`config.mk`:
```
export PLATFORM = sky130hd
export DESIGN_NAME = dual_axis_pid_quad_mixer_core
export DESIGN_NICKNAME = d
export VERILOG_FILES = /design/src/rtl/core/dapqm_pkg.sv /design/src/rtl/core/dual_axis_pid_quad_mixer_core.sv /design/src/rtl/core/dapqm_ucode_rom.sv /design/src/rtl/core/dapqm_sequencer.sv /design/src/rtl/core/dapqm_datapath.sv
export SDC_FILE = /design/constraint.sdc
export NUM_CORES = 2
export LEC_CHECK = 0
export BUFFER_PORTS_ARGS = -buffer_cell sky130_fd_sc_hd__buf_2
export CAP_MARGIN = 20
export CORE_ASPECT_RATIO = 1.2
export CORE_UTILIZATION = 35
export DETAILED_ROUTE_END_ITERATION = 12
export PLACE_DENSITY_LB_ADDON = 0.3
export SLEW_MARGIN = 25
export SYNTH_ARGS = -nofsm -noshare
export SYNTH_HDL_FRONTEND = slang
export SYNTH_SLANG_ARGS = --single-unit
```
`constraint.sdc`:
```
create_clock -name aclk -period 13 [get_ports aclk]
set_input_delay 3.9 -clock aclk [delete_from_list [all_inputs] [get_ports aclk]]
set_output_delay 3.9 -clock aclk [all_outputs]
set_load 0.02 [all_outputs]
```
`src/rtl/core/dapqm_pkg.sv`:
```
`timescale 1ns / 1ps

package dapqm_pkg;

    // Number of controlled axes: roll is axis 0, pitch is axis 1.
    localparam int AXES   = 2;
    localparam int AXIS_W = $clog2(AXES);

    // Fixed point formats.
    localparam int DATA_W = 32;               // Q16.16 angles, thrust, forces
    localparam int GAIN_W = 16;               // Q8.8 gains
    localparam int FRAC_W = 16;               // fraction bits of Q16.16
    localparam int GAIN_FRAC_W = 8;           // fraction bits of Q8.8
    localparam int MIX_SHIFT = 2;             // divide by four in the mixer

    // Datapath widths.
    localparam int DIFF_W = DATA_W + 1;       // exact difference of two words
    localparam int MUL_W  = DATA_W + 1;       // multiplier operand width
    localparam int PROD_W = 2 * MUL_W;        // full signed product
    localparam int ACC_W  = 52;               // sum of three Q8.8 x Q16.16 terms
    localparam int MIX_W  = DATA_W + 3;       // thrust +/- 2*cp +/- 2*cr
    localparam int WIDE_W = PROD_W + 2;       // common width for saturation

    // Configuration port.
    localparam int CFG_IDX_W  = 3;
    localparam int CFG_DATA_W = 32;

    // Register reset values.
    localparam logic signed [GAIN_W-1:0] KP_RESET   = 16'sd2560;
    localparam logic signed [GAIN_W-1:0] KI_RESET   = 16'sd0;
    localparam logic signed [GAIN_W-1:0] KD_RESET   = 16'sd2816;
    localparam logic        [DATA_W-1:0] DT_RESET   = 32'd655;
    localparam logic        [DATA_W-1:0] RATE_RESET = 32'd6553600;

    typedef logic signed [WIDE_W-1:0] wide_t;

    typedef enum logic [CFG_IDX_W-1:0] {
        CFG_KP   = 3'd0,
        CFG_KI   = 3'd1,
        CFG_KD   = 3'd2,
        CFG_DT   = 3'd3,
        CFG_RATE = 3'd4
    } cfg_idx_t;

    // Microcode store geometry and step addresses.
    localparam int UC_DEPTH = 9;
    localparam int PC_W     = $clog2(UC_DEPTH);

    localparam logic [PC_W-1:0] STEP_ERR     = 4'd0;
    localparam logic [PC_W-1:0] STEP_INT_MUL = 4'd1;
    localparam logic [PC_W-1:0] STEP_INT_WB  = 4'd2;
    localparam logic [PC_W-1:0] STEP_DER_WB  = 4'd3;
    localparam logic [PC_W-1:0] STEP_ACC_P   = 4'd4;
    localparam logic [PC_W-1:0] STEP_ACC_I   = 4'd5;
    localparam logic [PC_W-1:0] STEP_ACC_D   = 4'd6;
    localparam logic [PC_W-1:0] STEP_CMD     = 4'd7;
    localparam logic [PC_W-1:0] STEP_MIX     = 4'd8;

    // Operand pair fed to the shared multiplier.
    typedef enum logic [2:0] {
        MUL_NONE,
        MUL_E_DT,
        MUL_DIFF_RATE,
        MUL_KP_E,
        MUL_KI_I,
        MUL_KD_D
    } mul_sel_t;

    typedef enum logic [1:0] {
        ACC_NONE,
        ACC_LOAD,
        ACC_ADD
    } acc_op_t;

    // Sequencing: advance, loop back once per extra axis, or finish the beat.
    typedef enum logic [1:0] {
        SEQ_NEXT,
        SEQ_LOOP,
        SEQ_END
    } seq_op_t;

    typedef enum logic {
        SQ_IDLE,
        SQ_RUN
    } sq_state_t;

    typedef struct packed {
        mul_sel_t        mul;
        acc_op_t         acc;
        logic            err_wr;
        logic            int_wr;
        logic            der_wr;
        logic            prev_wr;
        logic            cmd_wr;
        logic            mix_wr;
        seq_op_t         seq;
        logic [PC_W-1:0] target;
    } ucode_t;

    localparam ucode_t UC_NOP = '{
        mul: MUL_NONE, acc: ACC_NONE, err_wr: 1'b0, int_wr: 1'b0,
        der_wr: 1'b0, prev_wr: 1'b0, cmd_wr: 1'b0, mix_wr: 1'b0,
        seq: SEQ_NEXT, target: STEP_ERR
    };

    // Control from the sequencer to the datapath.
    typedef struct packed {
        ucode_t            uc;
        logic              en;
        logic [AXIS_W-1:0] axis;
        logic              load;
    } dapqm_ctrl_t;

    // Clamp a wide signed value to the 32 bit signed range.
    function automatic logic signed [DATA_W-1:0] sat32(input wide_t v);
        logic hi_all_one;
        logic hi_any_one;
        hi_all_one = &v[WIDE_W-1:DATA_W-1];
        hi_any_one = |v[WIDE_W-1:DATA_W-1];
        if (hi_all_one || !hi_any_one) begin
            return v[DATA_W-1:0];
        end else if (v[WIDE_W-1]) begin
            return {1'b1, {(DATA_W-1){1'b0}}};
        end else begin
            return {1'b0, {(DATA_W-1){1'b1}}};
        end
    endfunction

endpackage

```
`src/rtl/core/dual_axis_pid_quad_mixer_core.sv`:
```
`timescale 1ns / 1ps

// Two-axis PID attitude controller with a four-motor mixer. Each input beat
// is one control tick (roll and pitch targets, measured angles, total thrust,
// all signed Q16.16); each tick yields one result beat of four saturated motor
// forces. After taking the beat, a tick runs 17 microcode steps, eight per axis
// plus one mix step, with the single shared 33x33 multiplier handling error*dt,
// the derivative product and the three gain products in turn. The next beat is
// taken while the result is still waiting in the output register; the mix step
// holds if that result has not been taken by then. The user must write gains,
// period and rate through the cfg port only while no tick is in flight; the
// block does not enforce this. The integrator and previous error reset to zero.
module dual_axis_pid_quad_mixer_core
    import dapqm_pkg::*;
(
    input  logic                     aclk,
    input  logic                     aresetn,
    input  logic                     cfg_wr_en,
    input  logic [CFG_IDX_W-1:0]     cfg_index,
    input  logic [CFG_DATA_W-1:0]    cfg_wr_data,
    input  logic                     s_valid,
    output logic                     s_ready,
    input  logic signed [DATA_W-1:0] s_target_roll,
    input  logic signed [DATA_W-1:0] s_target_pitch,
    input  logic signed [DATA_W-1:0] s_measured_roll,
    input  logic signed [DATA_W-1:0] s_measured_pitch,
    input  logic signed [DATA_W-1:0] s_thrust_total,
    output logic                     m_valid,
    input  logic                     m_ready,
    output logic signed [DATA_W-1:0] m_motor_force_0,
    output logic signed [DATA_W-1:0] m_motor_force_1,
    output logic signed [DATA_W-1:0] m_motor_force_2,
    output logic signed [DATA_W-1:0] m_motor_force_3
);

    logic [PC_W-1:0] pc;
    ucode_t          uc;
    dapqm_ctrl_t     ctrl;

    // Control store.
    dapqm_ucode_rom u_rom (
        .pc (pc),
        .uc (uc)
    );

    // Step counter, axis loop and beat handshakes.
    dapqm_sequencer u_seq (
        .aclk    (aclk),
        .aresetn (aresetn),
        .s_valid (s_valid),
        .s_ready (s_ready),
        .m_valid (m_valid),
        .m_ready (m_ready),
        .pc      (pc),
        .uc      (uc),
        .ctrl    (ctrl)
    );

    // Registers, shared multiplier and mixer.
    dapqm_datapath u_dp (
        .aclk             (aclk),
        .aresetn          (aresetn),
        .ctrl             (ctrl),
        .cfg_wr_en        (cfg_wr_en),
        .cfg_index        (cfg_index),
        .cfg_wr_data      (cfg_wr_data),
        .s_target_roll    (s_target_roll),
        .s_target_pitch   (s_target_pitch),
        .s_measured_roll  (s_measured_roll),
        .s_measured_pitch (s_measured_pitch),
        .s_thrust_total   (s_thrust_total),
        .m_motor_force_0  (m_motor_force_0),
        .m_motor_force_1  (m_motor_force_1),
        .m_motor_force_2  (m_motor_force_2),
        .m_motor_force_3  (m_motor_force_3)
    );

endmodule

```
`src/rtl/core/dapqm_ucode_rom.sv`:
```
`timescale 1ns / 1ps

module dapqm_ucode_rom
    import dapqm_pkg::*;
(
    input  logic [PC_W-1:0] pc,
    output ucode_t          uc
);

    // Control store. Steps from STEP_ERR to STEP_CMD run once per axis;
    // the loop at STEP_CMD goes back for the pitch axis, then the mixer runs.
    always_comb begin
        uc = UC_NOP;
        case (pc)
            STEP_ERR: begin
                uc.err_wr = 1'b1;
            end
            STEP_INT_MUL: begin
                uc.mul = MUL_E_DT;
            end
            STEP_INT_WB: begin
                uc.mul    = MUL_DIFF_RATE;
                uc.int_wr = 1'b1;
            end
            STEP_DER_WB: begin
                uc.mul     = MUL_KP_E;
                uc.der_wr  = 1'b1;
                uc.prev_wr = 1'b1;
            end
            STEP_ACC_P: begin
                uc.mul = MUL_KI_I;
                uc.acc = ACC_LOAD;
            end
            STEP_ACC_I: begin
                uc.mul = MUL_KD_D;
                uc.acc = ACC_ADD;
            end
            STEP_ACC_D: begin
                uc.acc = ACC_ADD;
            end
            STEP_CMD: begin
                uc.cmd_wr = 1'b1;
                uc.seq    = SEQ_LOOP;
                uc.target = STEP_ERR;
            end
            STEP_MIX: begin
                uc.mix_wr = 1'b1;
                uc.seq    = SEQ_END;
            end
            default: begin
                uc.seq = SEQ_END;
            end
        endcase
    end

endmodule

```
`src/rtl/core/dapqm_sequencer.sv`:
```
`timescale 1ns / 1ps

module dapqm_sequencer
    import dapqm_pkg::*;
(
    input  logic            aclk,
    input  logic            aresetn,
    input  logic            s_valid,
    output logic            s_ready,
    output logic            m_valid,
    input  logic            m_ready,
    output logic [PC_W-1:0] pc,
    input  ucode_t          uc,
    output dapqm_ctrl_t     ctrl
);

    sq_state_t         state_reg, state_next;
    logic [PC_W-1:0]   pc_reg, pc_next;
    logic [AXIS_W-1:0] axis_reg, axis_next;
    logic              m_valid_reg, m_valid_next;
    logic              accept;
    logic              stall;
    logic              step_en;
    logic              last_axis;

    assign last_axis = (axis_reg == AXIS_W'(AXES - 1));

    // The finishing step waits while the previous result beat is still held.
    assign stall   = (uc.seq == SEQ_END) && m_valid_reg && !m_ready;
    assign step_en = (state_reg == SQ_RUN) && !stall;
    assign accept  = (state_reg == SQ_IDLE) && s_valid;

    // Next state, step counter and axis.
    always_comb begin
        state_next = state_reg;
        pc_next    = pc_reg;
        axis_next  = axis_reg;
        case (state_reg)
            SQ_IDLE: begin
                if (s_valid) begin
                    state_next = SQ_RUN;
                    pc_next    = STEP_ERR;
                    axis_next  = '0;
                end
            end
            SQ_RUN: begin
                if (step_en) begin
                    case (uc.seq)
                        SEQ_NEXT: begin
                            pc_next = pc_reg + PC_W'(1);
                        end
                        SEQ_LOOP: begin
                            if (last_axis) begin
                                pc_next = pc_reg + PC_W'(1);
                            end else begin
                                pc_next   = uc.target;
                                axis_next = axis_reg + AXIS_W'(1);
                            end
                        end
                        SEQ_END: begin
                            pc_next    = STEP_ERR;
                            state_next = SQ_IDLE;
                        end
                        default: begin
                            pc_next    = STEP_ERR;
                            state_next = SQ_IDLE;
                        end
                    endcase
                end
            end
            default: begin
                state_next = SQ_IDLE;
            end
        endcase
    end

    // Result beat valid: set by the mix step, cleared when taken.
    always_comb begin
        m_valid_next = m_valid_reg;
        if (step_en && (uc.seq == SEQ_END)) begin
            m_valid_next = 1'b1;
        end else if (m_ready) begin
            m_valid_next = 1'b0;
        end
    end

    // Outputs of the sequencer.
    always_comb begin
        s_ready   = 1'b0;
        ctrl.uc   = uc;
        ctrl.en   = 1'b0;
        ctrl.axis = axis_reg;
        ctrl.load = accept;
        case (state_reg)
            SQ_IDLE: begin
                s_ready = 1'b1;
            end
            SQ_RUN: begin
                ctrl.en = step_en;
            end
            default: begin
                s_ready = 1'b0;
            end
        endcase
    end

    always_ff @(posedge aclk) begin
        if (!aresetn) begin
            state_reg   <= SQ_IDLE;
            pc_reg      <= STEP_ERR;
            axis_reg    <= '0;
            m_valid_reg <= 1'b0;
        end else begin
            state_reg   <= state_next;
            pc_reg      <= pc_next;
            axis_reg    <= axis_next;
            m_valid_reg <= m_valid_next;
        end
    end

    assign pc      = pc_reg;
    assign m_valid = m_valid_reg;

`ifndef NO_ASSERTIONS
    // A new result beat appears only out of the mix step.
    a_valid_from_mix: assert property (@(posedge aclk) disable iff (!aresetn)
        $rose(m_valid_reg) |-> $past(pc_reg == STEP_MIX && state_reg == SQ_RUN))
        else $error("result valid rose outside the mix step");

    // The mixer runs only after every axis has been computed.
    a_mix_last_axis: assert property (@(posedge aclk) disable iff (!aresetn)
        (state_reg == SQ_RUN && pc_reg == STEP_MIX) |-> last_axis)
        else $error("mix step reached before the last axis");

    // The step counter stays inside the control store while running.
    a_pc_range: assert property (@(posedge aclk) disable iff (!aresetn)
        (state_reg == SQ_RUN) |-> (pc_reg <= STEP_MIX))
        else $error("step counter left the control store");

    // A held result beat is never overwritten by the mix step.
    a_no_overwrite: assert property (@(posedge aclk) disable iff (!aresetn)
        (m_valid_reg && !m_ready) |-> !(ctrl.en && ctrl.uc.mix_wr))
        else $error("mix step fired while a result beat was pending");
`endif

endmodule

```
`src/rtl/core/dapqm_datapath.sv`:
```
`timescale 1ns / 1ps

module dapqm_datapath
    import dapqm_pkg::*;
(
    input  logic                           aclk,
    input  logic                           aresetn,
    input  dapqm_ctrl_t                    ctrl,
    input  logic                           cfg_wr_en,
    input  logic [CFG_IDX_W-1:0]           cfg_index,
    input  logic [CFG_DATA_W-1:0]          cfg_wr_data,
    input  logic signed [DATA_W-1:0]       s_target_roll,
    input  logic signed [DATA_W-1:0]       s_target_pitch,
    input  logic signed [DATA_W-1:0]       s_measured_roll,
    input  logic signed [DATA_W-1:0]       s_measured_pitch,
    input  logic signed [DATA_W-1:0]       s_thrust_total,
    output logic signed [DATA_W-1:0]       m_motor_force_0,
    output logic signed [DATA_W-1:0]       m_motor_force_1,
    output logic signed [DATA_W-1:0]       m_motor_force_2,
    output logic signed [DATA_W-1:0]       m_motor_force_3
);

    // Configuration registers.
    logic signed [GAIN_W-1:0] kp_reg, ki_reg, kd_reg;
    logic        [DATA_W-1:0] dt_reg, rate_reg;

    // Captured input beat.
    logic signed [DATA_W-1:0] tgt_reg  [AXES];
    logic signed [DATA_W-1:0] meas_reg [AXES];
    logic signed [DATA_W-1:0] thrust_reg;

    // Controller state and working registers.
    logic signed [DATA_W-1:0] integ_reg [AXES];
    logic signed [DATA_W-1:0] prev_reg  [AXES];
    logic signed [DATA_W-1:0] cmd_reg   [AXES];
    logic signed [DATA_W-1:0] err_reg;
    logic signed [DATA_W-1:0] der_reg;
    logic signed [PROD_W-1:0] prod_reg;
    logic signed [ACC_W-1:0]  acc_reg;
    logic signed [DATA_W-1:0] force_reg [4];

    logic signed [DIFF_W-1:0] err_raw;
    logic signed [DIFF_W-1:0] err_diff;
    logic signed [MUL_W-1:0]  mul_a, mul_b;
    logic signed [PROD_W-1:0] prod_next;
    logic signed [PROD_W-1:0] prod_shr;
    logic signed [ACC_W-1:0]  prod_low;
    logic signed [ACC_W-1:0]  acc_shr;
    logic signed [DATA_W-1:0] int_next;
    logic signed [DATA_W-1:0] err_next;
    logic signed [DATA_W-1:0] der_next;
    logic signed [DATA_W-1:0] cmd_next;
    logic signed [MIX_W-1:0]  mix_thr, mix_cr, mix_cp;
    logic signed [MIX_W-1:0]  mix_sum [4];
    logic signed [MIX_W-1:0]  mix_shr [4];

    // Configuration writes; unknown indexes are ignored.
    always_ff @(posedge aclk) begin
        if (!aresetn) begin
            kp_reg   <= KP_RESET;
            ki_reg   <= KI_RESET;
            kd_reg   <= KD_RESET;
            dt_reg   <= DT_RESET;
            rate_reg <= RATE_RESET;
        end else if (cfg_wr_en) begin
            case (cfg_idx_t'(cfg_index))
                CFG_KP:   kp_reg   <= $signed(cfg_wr_data[GAIN_W-1:0]);
                CFG_KI:   ki_reg   <= $signed(cfg_wr_data[GAIN_W-1:0]);
                CFG_KD:   kd_reg   <= $signed(cfg_wr_data[GAIN_W-1:0]);
                CFG_DT:   dt_reg   <= cfg_wr_data[DATA_W-1:0];
                CFG_RATE: rate_reg <= cfg_wr_data[DATA_W-1:0];
                default: begin
                end
            endcase
        end
    end

    // Capture the input beat when it is accepted.
    always_ff @(posedge aclk) begin
        if (ctrl.load) begin
            tgt_reg[0]  <= s_target_roll;
            tgt_reg[1]  <= s_target_pitch;
            meas_reg[0] <= s_measured_roll;
            meas_reg[1] <= s_measured_pitch;
            thrust_reg  <= s_thrust_total;
        end
    end

    // Error of the current axis and its change since the last tick.
    assign err_raw  = DIFF_W'(tgt_reg[ctrl.axis]) - DIFF_W'(meas_reg[ctrl.axis]);
    assign err_next = sat32(wide_t'(err_raw));
    assign err_diff = DIFF_W'(err_reg) - DIFF_W'(prev_reg[ctrl.axis]);

    // Operand selection for the shared multiplier.
    always_comb begin
        mul_a = '0;
        mul_b = '0;
        case (ctrl.uc.mul)
            MUL_E_DT: begin
                mul_a = MUL_W'(err_reg);
                mul_b = $signed({1'b0, dt_reg});
            end
            MUL_DIFF_RATE: begin
                mul_a = err_diff;
                mul_b = $signed({1'b0, rate_reg});
            end
            MUL_KP_E: begin
                mul_a = MUL_W'(kp_reg);
                mul_b = MUL_W'(err_reg);
            end
            MUL_KI_I: begin
                mul_a = MUL_W'(ki_reg);
                mul_b = MUL_W'(integ_reg[ctrl.axis]);
            end
            MUL_KD_D: begin
                mul_a = MUL_W'(kd_reg);
                mul_b = MUL_W'(der_reg);
            end
            default: begin
                mul_a = '0;
                mul_b = '0;
            end
        endcase
    end

    assign prod_next = PROD_W'(mul_a) * PROD_W'(mul_b);

    // Write-back arithmetic on the registered product.
    assign prod_shr = prod_reg >>> FRAC_W;
    assign prod_low = $signed(prod_reg[ACC_W-1:0]);
    assign int_next = sat32(wide_t'(integ_reg[ctrl.axis]) + wide_t'(prod_shr));
    assign der_next = sat32(wide_t'(prod_shr));
    assign acc_shr  = acc_reg >>> GAIN_FRAC_W;
    assign cmd_next = sat32(wide_t'(acc_shr));

    // Motor mix: each force is (T +/- 2*cp +/- 2*cr) / 4, floored.
    assign mix_thr = MIX_W'(thrust_reg);
    assign mix_cr  = MIX_W'(cmd_reg[0]) <<< 1;
    assign mix_cp  = MIX_W'(cmd_reg[1]) <<< 1;

    assign mix_sum[0] = mix_thr - mix_cp - mix_cr;
    assign mix_sum[1] = mix_thr - mix_cp + mix_cr;
    assign mix_sum[2] = mix_thr + mix_cp - mix_cr;
    assign mix_sum[3] = mix_thr + mix_cp + mix_cr;

    always_comb begin
        for (int i = 0; i < 4; i++) begin
            mix_shr[i] = mix_sum[i] >>> MIX_SHIFT;
        end
    end

    // Working registers, updated by the current control word.
    always_ff @(posedge aclk) begin
        if (ctrl.en) begin
            if (ctrl.uc.err_wr) begin
                err_reg <= err_next;
            end
            if (ctrl.uc.mul != MUL_NONE) begin
                prod_reg <= prod_next;
            end
            if (ctrl.uc.der_wr) begin
                der_reg <= der_next;
            end
            case (ctrl.uc.acc)
                ACC_LOAD: acc_reg <= prod_low;
                ACC_ADD:  acc_reg <= acc_reg + prod_low;
                default: begin
                end
            endcase
            if (ctrl.uc.cmd_wr) begin
                cmd_reg[ctrl.axis] <= cmd_next;
            end
            if (ctrl.uc.mix_wr) begin
                for (int i = 0; i < 4; i++) begin
                    force_reg[i] <= sat32(wide_t'(mix_shr[i]));
                end
            end
        end
    end

    // Controller state carried from tick to tick.
    always_ff @(posedge aclk) begin
        if (!aresetn) begin
            for (int i = 0; i < AXES; i++) begin
                integ_reg[i] <= '0;
                prev_reg[i]  <= '0;
            end
        end else if (ctrl.en) begin
            if (ctrl.uc.int_wr) begin
                integ_reg[ctrl.axis] <= int_next;
            end
            if (ctrl.uc.prev_wr) begin
                prev_reg[ctrl.axis] <= err_reg;
            end
        end
    end

    assign m_motor_force_0 = force_reg[0];
    assign m_motor_force_1 = force_reg[1];
    assign m_motor_force_2 = force_reg[2];
    assign m_motor_force_3 = force_reg[3];

endmodule
```
* Word level (Yosys, flattened, before mapping)
Memory sizes are Yosys's and may differ from the RTL's. A register that Yosys moved wholly into a read port is not among the register bits.
Cells that the tools add are included.
** Word-level totals
- Register bits after elaboration :: 333
- Latch bits :: 0
- Bits in writable memories :: 448
- Bits in read-only memories :: 0
- Input port bits :: 200
- Output and inout port bits :: 130
- Logic and storage cells :: 203
- Memories :: 6
** Memory list
- u_dp.force_reg :: words 4, width 32, rd ports 4, clocked after memory_dff 0, write ports 4, RTL line dapqm_datapath.sv:40 : logic signed [DATA_W-1:0] force_reg [4];
- u_dp.cmd_reg :: words 2, width 32, rd ports 2, clocked after memory_dff 0, write ports 1, RTL line dapqm_datapath.sv:35 : logic signed [DATA_W-1:0] cmd_reg [AXES];
- u_dp.integ_reg :: words 2, width 32, rd ports 1, clocked after memory_dff 1, write ports 2, RTL line dapqm_datapath.sv:33 : logic signed [DATA_W-1:0] integ_reg [AXES];
- u_dp.meas_reg :: words 2, width 32, rd ports 1, clocked after memory_dff 1, write ports 2, RTL line dapqm_datapath.sv:29 : logic signed [DATA_W-1:0] meas_reg [AXES];
- u_dp.prev_reg :: words 2, width 32, rd ports 1, clocked after memory_dff 1, write ports 2, RTL line dapqm_datapath.sv:34 : logic signed [DATA_W-1:0] prev_reg [AXES];
- u_dp.tgt_reg :: words 2, width 32, rd ports 1, clocked after memory_dff 1, write ports 2, RTL line dapqm_datapath.sv:28 : logic signed [DATA_W-1:0] tgt_reg [AXES];
** Cells by class
- Add/sub/neg operators :: 12
- Multipliers :: 1
- Div/mod/pow operators :: 0
- $lt $le $gt $ge :: 0
- Equality and inequality tests :: 24
- Shifts and indexed selects :: 0
- Mux-type cells :: 84
- Bitwise logic cells :: 1
- Reduce and logical (&&, ||, !) cells :: 61
** Operators with widths (number)
- $mux W32 :: 26
- $pmux W33 S5 :: 2
- $pmux W52 S2 :: 1
- $add A34 B33 Y35 :: 2
- $sub A34 B33 Y35 :: 2
- $mul A33 B33 Y66 :: 1
- $sub A32 B32 Y33 :: 2
- $reduce_or A32 Y1 :: 2
- $add A52 B52 Y52 :: 1
- $add A32 B50 Y51 :: 1
- $mux W1 :: 44
- $reduce_and A37 Y1 :: 1
- $reduce_or A37 Y1 :: 1
- $add A32 B33 Y34 :: 1
- $sub A32 B33 Y34 :: 1
- $reduce_and A2 Y1 :: 15
- $reduce_and A19 Y1 :: 1
- $reduce_or A19 Y1 :: 1
- $eq A4 B3 Y1 const B :: 4
- $pmux W4 S2 :: 2
- $pmux W3 S5 :: 1
- $reduce_or A2 Y1 :: 7
- $reduce_and A13 Y1 :: 1
- $reduce_or A13 Y1 :: 1
- other kinds (26) :: 62

* Depth between registers and ports, before layout
- Word-level depth :: 14
- Mapped depth :: 50
- Depth with buffers taken out :: 44

* Cells and area by module
From an unflattened synthesis, not the netlist that was laid out.
** Unflattened totals
- Cell total of the unflattened synthesis :: 9303
- Area, all modules :: 88783.9 µm²
** Modules (own cells, without submodules)
- dapqm_datapath :: times used 1, cells each 9216, area each 88055.7 µm²
- dapqm_sequencer :: times used 1, cells each 63, area each 546.8 µm²
- dapqm_ucode_rom :: times used 1, cells each 24, area each 181.4 µm²

* Least setup slack after synthesis
No wires, ideal clock.
- Kind :: flip-flop to flip-flop
- Start point :: register (tool-made name)
- End point :: register u_dp.prod_reg[64], data pin
- Arrival :: 12.052 ns
- Required time :: 12.726 ns
- Setup slack :: 0.675 ns
- Stages on the path, launching flop included :: 44
- Path buffers :: 5
- Period minus slack after synthesis :: 12.325 ns
- Path through :: dfxtp_1 -> clkbuf_1 -> buf_1 -> clkbuf_1 -> buf_1 -> mux2_2 -> ha_1 -> nor2b_1 -> o21ai_0 -> a21boi_0 -> o21ai_0 -> a2111oi_0 -> o211a_1 -> o21ai_0 -> a21boi_0 -> o21a_1 -> nor3_1 -> o31ai_1 -> (+8 left out) -> fa_1 -> fa_1 -> inv_1 -> fa_1 -> fa_1 -> ha_1 -> nand4_1 -> or2_2 -> a21oi_1 -> o311ai_1 -> a21oi_1 -> a32oi_1 -> o31ai_1 -> a21oi_1 -> o21ai_1 -> nor4_1 -> o41ai_1 -> xor2_1
** RTL lines
- end signal: assignment :: RTL line dapqm_datapath.sv:159 : prod_reg <= prod_next;
- end: declaration :: RTL line dapqm_datapath.sv:38 : logic signed [PROD_W-1:0] prod_reg;

==> results.toml <==
[detailed_routing]
drt-initial-drc-count = 5983
viasPerCell = 5.33
wirelength_mm = 298
drt-wirelength-per-cell_um = 23.1
routed-via-count = 68600
antenna_left = 0
firstDrtPassIters = 8
drc = 0

[run]
max_cap_violations = 0

[cells_and_area]
area_growth_pct = 10.4
layout_common_cells = "inv_1, fa_1, nand2_1"
final_core_util = 0.390
mostFrequentLayoutCell = "inv_1"
largest_register_ffs = 128
drive_gt1_frac = 0.0961
fin_nets = 11300

[setup_path]
critPathMaxStageDelay_ns = 0.58
required_ns = 13.43
crit_path_end_kind = "register"
crit_slowest_cell = "a2111oi_1"
critical_path_class = "register to register"
path_buf_inv = 8
worstPathArrival_ns = 12.78
reg2reg_setup_slack_ns = 0.64
critPathMostFrequentCell = "fa_1"
r2r-end = "u_dp.prod_reg[63]"
critPathTopFamily = "adder cells"
r2r_cells = 42
start_kind = "register"
cp_max_fo = 31

[worst_hold_path]
hold_start = "u_dp.kd_reg[5]"
whs_path_depth = 2
holdPathEnd = "u_dp.kd_reg[5]"
hold_path_class = "register to register"

[floorplanning]
coreArea_um2 = 248000
die_h_um = 550
dieArea_um2 = 253000
io_pins = 330
num_rows = 200
start_util = 0.353
chipWidth_um = 459

[timing]
drv_slew = 0
finalHoldViolations = 0
fmax_mhz = 80.9
tightest_slew_ns = 1.15
setup_viol = 0
rsz0062_at_grt = "false"
relSlewSlack = 0.215
min_period_over_period = 0.950
finClkSkew_ns = 0.107
layout_min_cycle_time_ns = 12.36
fin_tns_setup_ns = 0

[cts]
worstSkewPairLatency_ns = 0.77
numClockSinks = 781
path_clk_slew_ns = 0.06
clk_path_buf_depth = 3
cts_tree = "built"
ctsHoldBuffers = 0
cts_inserted_buffers = 92
cts-root-buf = "clkbuf_16"
htreeDepth = 3

[synth]
netlist-cell-type-count = 91
synth_cells = 9252
syn_area_um2 = 87700
ys_async_sr_fraction = 0
synth_ff_type = "edfxtp_1"
ys_ff_latch = 781
yosysWarnings = 0
ys_seq_area_frac = 0.254
synth_area_per_cell_um2 = 9.48
synth-edff-count = 661
synth_nets = 11200

[placement]
portBuffers = 328
hpwl_mm = 236
gp_congestion = 0.956

[grt]
grt_pass1_wl_mm = 444
grt_max_degree = 96
overflow = 0
grt_pass1_vias = 72000
antenna_found_initial = 25
track_usage = 0.233

[pwr]
swShare = 0.337
powerDensity_nw_per_um2 = 78.4
p_leak_nw = 42.3
p_switching_mw = 2.56
pwr-share-comb = 0.263
vdd_drop_max_mv = 0.100
clkPwrFrac = 0.351
seqPwrFrac = 0.386
internal_power_mw = 5.03

[run_status]
status = "finished clean"
==> synthesized netlist by cell type, drive strengths merged, types with 71 or more instances <==
cell type     n  share of area
a21boi      116         0.0099
a21oi       511          0.029
a21o        185          0.016
nor4         83         0.0061
clkbuf      432          0.018
nor3         77         0.0046
inv        1389          0.059
nand2b       75         0.0054
and2         71         0.0051
xor2        104          0.010
o21bai       74         0.0063
dfxtp       120          0.027
nand2      1116          0.048
nand3        88         0.0050
nor2        835          0.036
fa         1156           0.26
xnor2       281          0.028
ha          579          0.083
mux2        108          0.014
edfxtp      661           0.23
o21ai       277          0.016
==> worst max path at each step <==
stage	startpoint	endpoint	slack (ns)	cells after the start
after CTS	register	u_dp.prod_reg[64]	0.17	41
after floorplan	register	u_dp.prod_reg[64]	0.67	43
after global routing	register	u_dp.prod_reg[64]	0.01	41
after detailed placement	register	u_dp.prod_reg[64]	0.32	41
after global placement	register	u_dp.prod_reg[64]	0.39	41
final	register	u_dp.prod_reg[63]	0.64	42
==> area by class of cell <==
cell class                      count  area (um2)
Clock buffer                      120        2540
Sequential cell                   781       22300
Tap cell                         3333        4170
Fill cell                       24800      151000
Inverter                         1390        5220
Timing Repair Buffer              540        3290
Multi-Input combinational cell   6606       58700
Antenna cell                       35        87.6
Clock inverter                     49         567
==> tightest hold or removal path: cells and delay by family, from the launching register on <==
family          cells  cell delay (ns)
compound gates      1             0.06
simple gates        1             0.05
flops               1             0.31
==> per-stage QoR <==
step	total power [mW]	cell area (um2)	worst slack (ns)	hold WS, ns	cells
2_1_floorplan	4.24	87700	0.675	0.440	9252
3_3_place_gp	4.92	93500	0.387	0.450	12600
3_5_place_dp	4.95	93600	0.319	0.456	12600
4_1_cts	7.63	96700	0.165	0.465	12800
5_1_grt	7.92	96800	0.0129	0.488	12800
6_report	7.59	96800	0.644	0.463	12900
==> what timing repair did <==
| item | in CTS | in global routing |
|---|---|---|
| setup endpoints to repair | 0 | 11 |
| buffers inserted | 0 | 0 |
| resized for setup | 0 | 3 |
==> cell families after synthesis <==
family,after synthesis,synth area share
AO/OA/AOI/OAI,1666,0.125
flip-flops,781,0.254
buffers and inverters,1865,0.0810
multiplexers,178,0.0219
adder cells (fa/ha/maj),1764,0.350
XOR/XNOR,385,0.0385
AND/OR/NAND/NOR,2613,0.130
==> per-layer routing <==
layer / up-vias / track usage / wire length (um)
met4: 4 / 0.127 / 17100
met3: 669 / 0.0335 / 18000
met5: - / 0 / 42
met2: 2442 / 0.409 / 147000
met1: 34600 / 0.274 / 116000
li1: 30900 / - / -
==> power groups by stage <==
stage          Clock (mW)  Sequential, mW  Combinational (mW)
2_1_floorplan           0            2.94                1.30
3_3_place_gp            0            2.98                1.94
3_5_place_dp            0            2.98                1.97
4_1_cts              2.73            2.93                1.98
5_1_grt              2.82            2.93                2.16
6_report             2.66            2.93                2.00
Note: power is estimated with default switching activity, not from simulation.
